--- config.mk ---
export PLATFORM = sky130hd
export DESIGN_NAME = flha_ctrl
export DESIGN_NICKNAME = d
export VERILOG_FILES = /design/src/design/flha_pkg.sv /design/src/design/flha_ctrl.sv
export SDC_FILE = /design/constraint.sdc
export NUM_CORES = 1
export LEC_CHECK = 0
export BUFFER_PORTS_ARGS = -buffer_cell sky130_fd_sc_hd__buf_4
export CAP_MARGIN = 20
export CELL_PAD_IN_SITES_DETAIL_PLACEMENT = 1
export CELL_PAD_IN_SITES_GLOBAL_PLACEMENT = 1
export CORE_MARGIN = 5
export CORE_UTILIZATION = 25
export DETAILED_ROUTE_END_ITERATION = 8
export GPL_TIMING_DRIVEN = 0
export PLACE_DENSITY_LB_ADDON = 0.15
export SLEW_MARGIN = 5
export SYNTH_ARGS = -nofsm -noshare
export SYNTH_HDL_FRONTEND = slang
export SYNTH_SLANG_ARGS = --single-unit
--- constraint.sdc ---
create_clock -name clk -period 1.4 [get_ports clk]
set_input_delay 0.14 -clock clk [delete_from_list [all_inputs] [get_ports clk]]
set_output_delay 0.14 -clock clk [all_outputs]
set_load 0.01 [all_outputs]
--- src/design/flha_pkg.sv ---
// ----------------------------------------------------------------------------
// flha_pkg
// Shared types and constants of the free-list heap allocator.
// ----------------------------------------------------------------------------
package flha_pkg;

  localparam int unsigned AW         = 16;
  localparam int unsigned SZW        = 17;
  localparam int unsigned UW         = 18;
  localparam int unsigned STW        = 18;
  localparam int unsigned BYTES_W    = 21;
  localparam int unsigned UNIT_SHIFT = 4;
  localparam int unsigned HEAP_UNITS = 65536;

  localparam logic [STW-1:0] WALK_LIMIT = STW'(3 * HEAP_UNITS + 8);
  localparam logic [15:0]    MIN_GROW_RESET = 16'd10000;
  localparam logic [SZW-1:0] HEAP_TOP = SZW'(HEAP_UNITS);

  localparam logic FUNC_ALLOC = 1'b0;
  localparam logic FUNC_FREE  = 1'b1;

  typedef enum logic [4:0] {
    S_IDLE, S_START, S_A_INIT, S_A_GP, S_A_CHK, S_A_SPL, S_A_RES,
    S_I_INIT, S_I_CHK, S_I_B, S_I_MN, S_I_RDP, S_I_P, S_I_MP, S_I_END, S_DONE
  } state_t;

  typedef enum logic [4:0] {
    CMD_NONE, CMD_LOAD, CMD_START, CMD_A_INIT, CMD_A_GP, CMD_A_EXACT,
    CMD_A_SPLIT1, CMD_A_SPLIT2, CMD_A_NEXT, CMD_A_FAIL, CMD_A_RESUME, CMD_GROW,
    CMD_I_INIT, CMD_I_NEXT, CMD_I_BREAK, CMD_I_RDN, CMD_I_LINK, CMD_I_MN,
    CMD_I_RDP, CMD_I_RDSB, CMD_I_LINKP, CMD_I_MP, CMD_EMIT
  } cmd_t;

  typedef struct packed {
    logic is_free;
    logic over_limit;
    logic fits;
    logic exact;
    logic at_rover;
    logic grow_ok;
    logic ins_brk;
    logic step_over;
    logic merge_hi;
    logic merge_lo;
    logic out_busy;
  } status_t;

endpackage

--- src/design/flha_ctrl.sv ---
// ----------------------------------------------------------------------------
// flha_ctrl
// Sequencer for allocate walks, arena growth and address-ordered insertion.
// ----------------------------------------------------------------------------
module flha_ctrl (
  input  logic             clk,
  input  logic             rst_n,
  input  logic             in_valid,
  output logic             in_ready,
  input  flha_pkg::status_t st,
  output flha_pkg::cmd_t   cmd
);
  import flha_pkg::*;

  state_t state_r, state_nxt;

  always_ff @(posedge clk) begin
    if (!rst_n) begin
      state_r <= S_IDLE;
    end else begin
      state_r <= state_nxt;
    end
  end

  assign in_ready = (state_r == S_IDLE);

  always_comb begin
    state_nxt = state_r;
    unique case (state_r)
      S_IDLE:   if (in_valid) state_nxt = S_START;
      S_START:  state_nxt = st.is_free ? S_I_INIT : S_A_INIT;
      S_A_INIT: state_nxt = S_A_GP;
      S_A_GP:   state_nxt = S_A_CHK;
      S_A_CHK: begin
        if (st.over_limit) state_nxt = S_DONE;
        else if (st.fits) state_nxt = st.exact ? S_DONE : S_A_SPL;
        else if (st.at_rover) state_nxt = st.grow_ok ? S_I_INIT : S_DONE;
        else state_nxt = S_A_CHK;
      end
      S_A_SPL:  state_nxt = S_DONE;
      S_A_RES:  state_nxt = S_A_GP;
      S_I_INIT: state_nxt = S_I_CHK;
      S_I_CHK: begin
        if (st.ins_brk) state_nxt = S_I_B;
        else if (st.step_over) state_nxt = S_I_END;
        else state_nxt = S_I_CHK;
      end
      S_I_B:    state_nxt = st.merge_hi ? S_I_MN : S_I_RDP;
      S_I_MN:   state_nxt = S_I_RDP;
      S_I_RDP:  state_nxt = S_I_P;
      S_I_P:    state_nxt = st.merge_lo ? S_I_MP : S_I_END;
      S_I_MP:   state_nxt = S_I_END;
      S_I_END:  state_nxt = st.is_free ? S_DONE : S_A_RES;
      S_DONE:   if (!st.out_busy) state_nxt = S_IDLE;
      default:  state_nxt = S_IDLE;
    endcase
  end

  always_comb begin
    cmd = CMD_NONE;
    unique case (state_r)
      S_IDLE:   if (in_valid) cmd = CMD_LOAD;
      S_START:  cmd = CMD_START;
      S_A_INIT: cmd = CMD_A_INIT;
      S_A_GP:   cmd = CMD_A_GP;
      S_A_CHK: begin
        if (st.over_limit) cmd = CMD_A_FAIL;
        else if (st.fits) cmd = st.exact ? CMD_A_EXACT : CMD_A_SPLIT1;
        else if (st.at_rover) cmd = st.grow_ok ? CMD_GROW : CMD_A_FAIL;
        else cmd = CMD_A_NEXT;
      end
      S_A_SPL:  cmd = CMD_A_SPLIT2;
      S_A_RES:  cmd = CMD_A_RESUME;
      S_I_INIT: cmd = CMD_I_INIT;
      S_I_CHK: begin
        if (st.ins_brk) cmd = CMD_I_BREAK;
        else if (!st.step_over) cmd = CMD_I_NEXT;
      end
      S_I_B:    cmd = st.merge_hi ? CMD_I_RDN : CMD_I_LINK;
      S_I_MN:   cmd = CMD_I_MN;
      S_I_RDP:  cmd = CMD_I_RDP;
      S_I_P:    cmd = st.merge_lo ? CMD_I_RDSB : CMD_I_LINKP;
      S_I_MP:   cmd = CMD_I_MP;
      S_I_END:  cmd = CMD_NONE;
      S_DONE:   if (!st.out_busy) cmd = CMD_EMIT;
      default:  cmd = CMD_NONE;
    endcase
  end

endmodule

# Yosys cells after proc, flatten, opt, wreduce, memory -nomap -nowiden
# Index checks and enable logic that the tools add are counted.
[op_classes]
eq_ne = 17
n_mux = 26
n_reduce_logical = 3
[ops]
columns = ["cell", "n"]
rows = [
  ["5-bit one-hot mux with 15 select lines", 2],
  ["5-bit by 4-bit equality test with 1-bit output (second input constant)", 8],
  ["4-bit 2-to-1 mux", 10],
  ["5-bit by 3-bit equality test with 1-bit output (second input constant)", 4],
  ["5-bit 2-to-1 mux", 4],
  ["3-bit 2-to-1 mux", 4],
  ["5-bit by 2-bit equality test with 1-bit output (second input constant)", 2],
  ["2-bit 2-to-1 mux", 4],
  ["5-bit by 1-bit equality test with 1-bit output (second input constant)", 1],
  ["5-bit logical NOT", 1],
  ["2-bit inequality test (second input constant)", 2],
  ["1-bit 2-to-1 mux", 2],
  ["2-bit AND reduction", 1],
  ["2-bit OR reduction", 1],
]
[word_totals]
regBits = 5
out_inout_bits = 6
wordCells = 47

# Logic depth before layout (Yosys ltp)
[logic_depth]
ltp_word = 5
mapped_depth = 6
mapped_depth_nobuf = 4

# Least setup slack after synthesis
# No wires, ideal clock.
[synth_timing]
path_type = "register -> register"
startpoint = "register state_r[3]"
endpoint = "register state_r[0]"
setup_time_ns = 0.128
arrival_time_ns = 1.294
required_ns = 1.272
setup_slack_ns = -0.023
stages_incl_launch_ff = 6
path_buffers = 1
path_cell_list = "dfxtp_1 -> buf_6 -> nor4_1 -> or2b_1 -> nand3_1 -> o22ai_1"
[synth_via]
elab_chain_len = 3
[synth_rtl]
columns = ["element", "line", "source"]
rows = [
  ["start, declared", "flha_ctrl.sv:15", "state_t state_r, state_nxt;"],
  ["start signal, assigned", "flha_ctrl.sv:21", "state_r <= state_nxt;"],
  ["5-bit logical NOT (*)", "-", ""],
  ["net in_ready", "flha_ctrl.sv:9", "output logic in_ready,"],
  ["2-bit inequality test (no source line)", "-", ""],
  ["2-bit AND reduction (no source line)", "-", ""],
]
# Mark *: on every way through the listed nets, which the timed path passes. The rest lies on a longest branch.
# A chain may end at the register's enable or synchronous reset.

# Worst setup path after layout
[layout_timing]
startpoint = "register state_r[1]"
endpoint = "output port cmd[0]"
[layout_via]
elab_chain_len = 2
[layout_rtl]
columns = ["element", "line", "source"]
rows = [
  ["5-bit by 4-bit equality test with 1-bit output (tied with other cells)", "flha_ctrl.sv:61", "unique case (state_r)"],
  ["5-bit one-hot mux with 15 select lines (*)", "flha_ctrl.sv:61", ""],
  ["end, declared", "flha_ctrl.sv:11", "output flha_pkg::cmd_t cmd"],
]
# Every way passes the cells marked *; elsewhere a longest branch is shown, timed or not.

==> results.sh <==
export IMPL_clk_latency_ps=240
export IMPL_rsz0062_at_grt="yes"
export IMPL_yosys_area_share_xor_xnor_pct=1.31
export IMPL_path_class="reg2out"
export IMPL_p_clk_share_pct=6.7
export IMPL_path_cells="or4b_4, a21oi_4, nor2_1, o311ai_1, buf_4"
export IMPL_largest_reg_flops=4
export IMPL_hold_buffers=0
export IMPL_violations="setup timing"
export IMPL_cp_start_kind="register"
export IMPL_globalplace_congestion=0.795
export IMPL_cp_slowest_cell="or4b_4"
export IMPL_rows=18
export IMPL_htree_num_levels=1
export IMPL_crit_fanout=4
export IMPL_fin_cells=157
export IMPL_regMostFlops="state_r"
export IMPL_numClockSinks=4
export IMPL_fill_cells=328
export IMPL_grt_max_degree=11
export IMPL_clk_path_buf_depth=2
export IMPL_drt_initial_drc_count=11
export IMPL_drive_above_1_share_pct=45.7
export IMPL_design_power_total_mw=2.15
export IMPL_setup_viol=7
export IMPL_ys_seq_elements=4
export IMPL_grt_antenna_before_repair=0
export IMPL_rrSetupSlack_ps=-60
export IMPL_ioPinCount=20
export IMPL_dp_hpwl_um=1980
export IMPL_dieArea_um2=3810
export IMPL_route_met2_wl_um=1300
export IMPL_core_um2=2520
export IMPL_finalCritPeriodShare_pct=125
export IMPL_first_global_vias=879
export IMPL_synth_top_family_by_area="simple AND/OR/NAND/NOR gates"
export IMPL_grt_pass1_wl_um=4220
export IMPL_drc=0
export IMPL_p_sw_share_pct=46.5
export IMPL_post_drt_wl_per_cell_um=17.3
export IMPL_p_int_mw=1.15
export IMPL_critical_path_max_stage_delay_ps=570
export IMPL_antenna_left=0
export IMPL_start_util_pct=26.5
export IMPL_period_minus_slack_ps=1750
export IMPL_cts_tree="built"
export IMPL_muxShareOfSynthArea_pct=4.49
export IMPL_p_seq_share_pct=13.5
export IMPL_first_pass_iters=4
export IMPL_clk_pin_slew_ps=40
export IMPL_skew_ps=8.24
export IMPL_maxCapViolations=0
export IMPL_area_growth_pct=59.3
export IMPL_ys_seq_area_share_pct=12.0
export IMPL_async_flop_share_pct=0
export IMPL_synth_simple_area_share_pct=38.5
export IMPL_synth_nets=110
export IMPL_fmax_mhz=571
export IMPL_diodes=0
export IMPL_clockRootBuffer="clkbuf_4"
export IMPL_syn_cell_area_um2=669
export IMPL_wl_um=2710
export IMPL_synth_compound_area_share_pct=33.6
export IMPL_multi_input_area_um2=597
export IMPL_hp_class="in2reg"
export IMPL_power_density_nw_per_um2=2020
export IMPL_p_comb_share_pct=79.8
export IMPL_slew_headroom_pct=80.0
export IMPL_synthAdderAreaFrac_pct=0
export IMPL_grtUsageTotal_pct=15.0
export IMPL_overflow=0
export IMPL_slew_viol_final=0
export IMPL_yosys_warnings=0
export IMPL_layout_setup_ws_ps=-351
export IMPL_vias=855
export IMPL_synth_edf_count=0
export IMPL_die_y_um=61.7
export IMPL_outcome="finished, violations left"
export IMPL_highest_layer="met4"
export IMPL_hold_viol_final=0
export IMPL_vias_per_cell=5.45
export IMPL_dp_cells=145
export IMPL_synth_distinct_cells=44
export IMPL_switchingPower_mw=0.999
export IMPL_fin_hold_ws_ps=172
export IMPL_worstPathArrival_ps=1610
export IMPL_syn_inst=96
export IMPL_seqCellArea_um2=92.6
export IMPL_cp_required_ps=1260
export IMPL_portBuffers=19
export IMPL_dr_wl_met3_um=98
export IMPL_syn_avg_cell_area_um2=6.97
export IMPL_tightest_slew_ps=300
export IMPL_end_kind="output pin"
export IMPL_top_regs="state_r x4"
export IMPL_ir_drop_v=0.00121
export IMPL_synth_ff_type="dfxtp_1"
export IMPL_cts_buffers=3
export IMPL_met1_length_um=1270
export IMPL_die_width_um=61.7
export IMPL_p_leak_nw=0.421
export IMPL_final_nets=143
-- critical path, delay by kind of cell, from the launching register on --
kind / cells / cell delay, ps
AOI/OAI and AO/OA: 2 / 210
and+or+nand+nor: 2 / 620
DFF: 1 / 350
buffers and inverters: 1 / 180
-- layout make-up --
class	instances	share of cell area, %
Tap cell	30	3.52
Clock buffer	3	2.11
Multi-Input combinational cell	81	56.0
Timing Repair Buffer	30	23.9
Sequential cell	4	8.69
Inverter	3	1.29
Buffer	6	4.46
-- cell usage in the layout, fill, tap and decap left out, types with 4 or more instances in the layout --
cell type,n
buf_4,25
buf_6,8
a21oi_1,6
nand2_1,6
nand3b_1,5
nor2_1,5
o21ai_1,5
nand2b_1,4
o21ai_0,4
-- cell usage after synthesis, types with 2 or more instances --
library cell | instances | area [um^2]
nand2b_1 | 4 | 25.0
nand2_1 | 7 | 26.3
nor2b_1 | 2 | 12.5
a21oi_1 | 7 | 35.0
a211oi_1 | 2 | 15.0
buf_4 | 2 | 15.0
buf_6 | 2 | 22.5
a31oi_1 | 2 | 12.5
nand3b_1 | 5 | 37.5
nor4_1 | 2 | 12.5
inv_1 | 2 | 7.51
nor2_1 | 8 | 30.0
o21ai_1 | 6 | 30.0
dfxtp_1 | 4 | 80.1
nor3_1 | 3 | 15.0
o21ai_0 | 4 | 20.0
mux2i_1 | 3 | 30.0
nand4b_1 | 2 | 17.5
buf_2 | 3 | 15.0
nand4bb_1 | 2 | 22.5
-- layer usage --
metal / track usage [%] / vias to the layer above
li1: - / 427
met1: 20.5 / 404
met2: 24.1 / 20
met3: 3.31 / 4
met4: 3.33 / 0
met5: 0 / -
-- final timing paths --
path                                               from                      end  cells after the start
worst min register to register  state_r[3]$_SDFFE_PN0P_  state_r[2]$_SDFFE_PN0P_                      2
worst max register to register  state_r[1]$_SDFFE_PN0P_  state_r[0]$_SDFFE_PN0P_                      7
worst min-delay path                              rst_n  state_r[1]$_SDFFE_PN0P_                      2
worst max-delay path            state_r[1]$_SDFFE_PN0P_                   cmd[0]                      5
-- power groups by stage --
stage	Clock, mW	Combinational (mW)	Sequential (mW)
finish	0.145	1.71	0.290
global route	0.168	1.86	0.298
CTS	0.148	1.52	0.283
detailed placement	0	1.39	0.249
global placement	0	1.38	0.247
floorplan	0	0.948	0.220
-- repair_timing --
action | in CTS | in global routing
pin swaps | 4 | 6
resized for setup | 21 | 15
buffers inserted | 3 | 8
setup endpoints to repair | 7 | 6
-- cell families after synthesis --
kind of cell	Yosys count
compound gates	34
xor+xnor	1
simple gates	43
mux	3
flops	4
buf+inv	11
-- through the flow --
step	util (%)	TNS (ps)	instance area [um^2]	setup slack, ps
CTS	38.0	-1250	960	-382
finish	42.3	-1450	1070	-351
floorplan	-	0	676	25.4
global route	42.3	-1930	1070	-424
global placement	33.9	-991	856	-282
detailed placement	33.9	-936	856	-267
(Power assumes the default switching activity.)
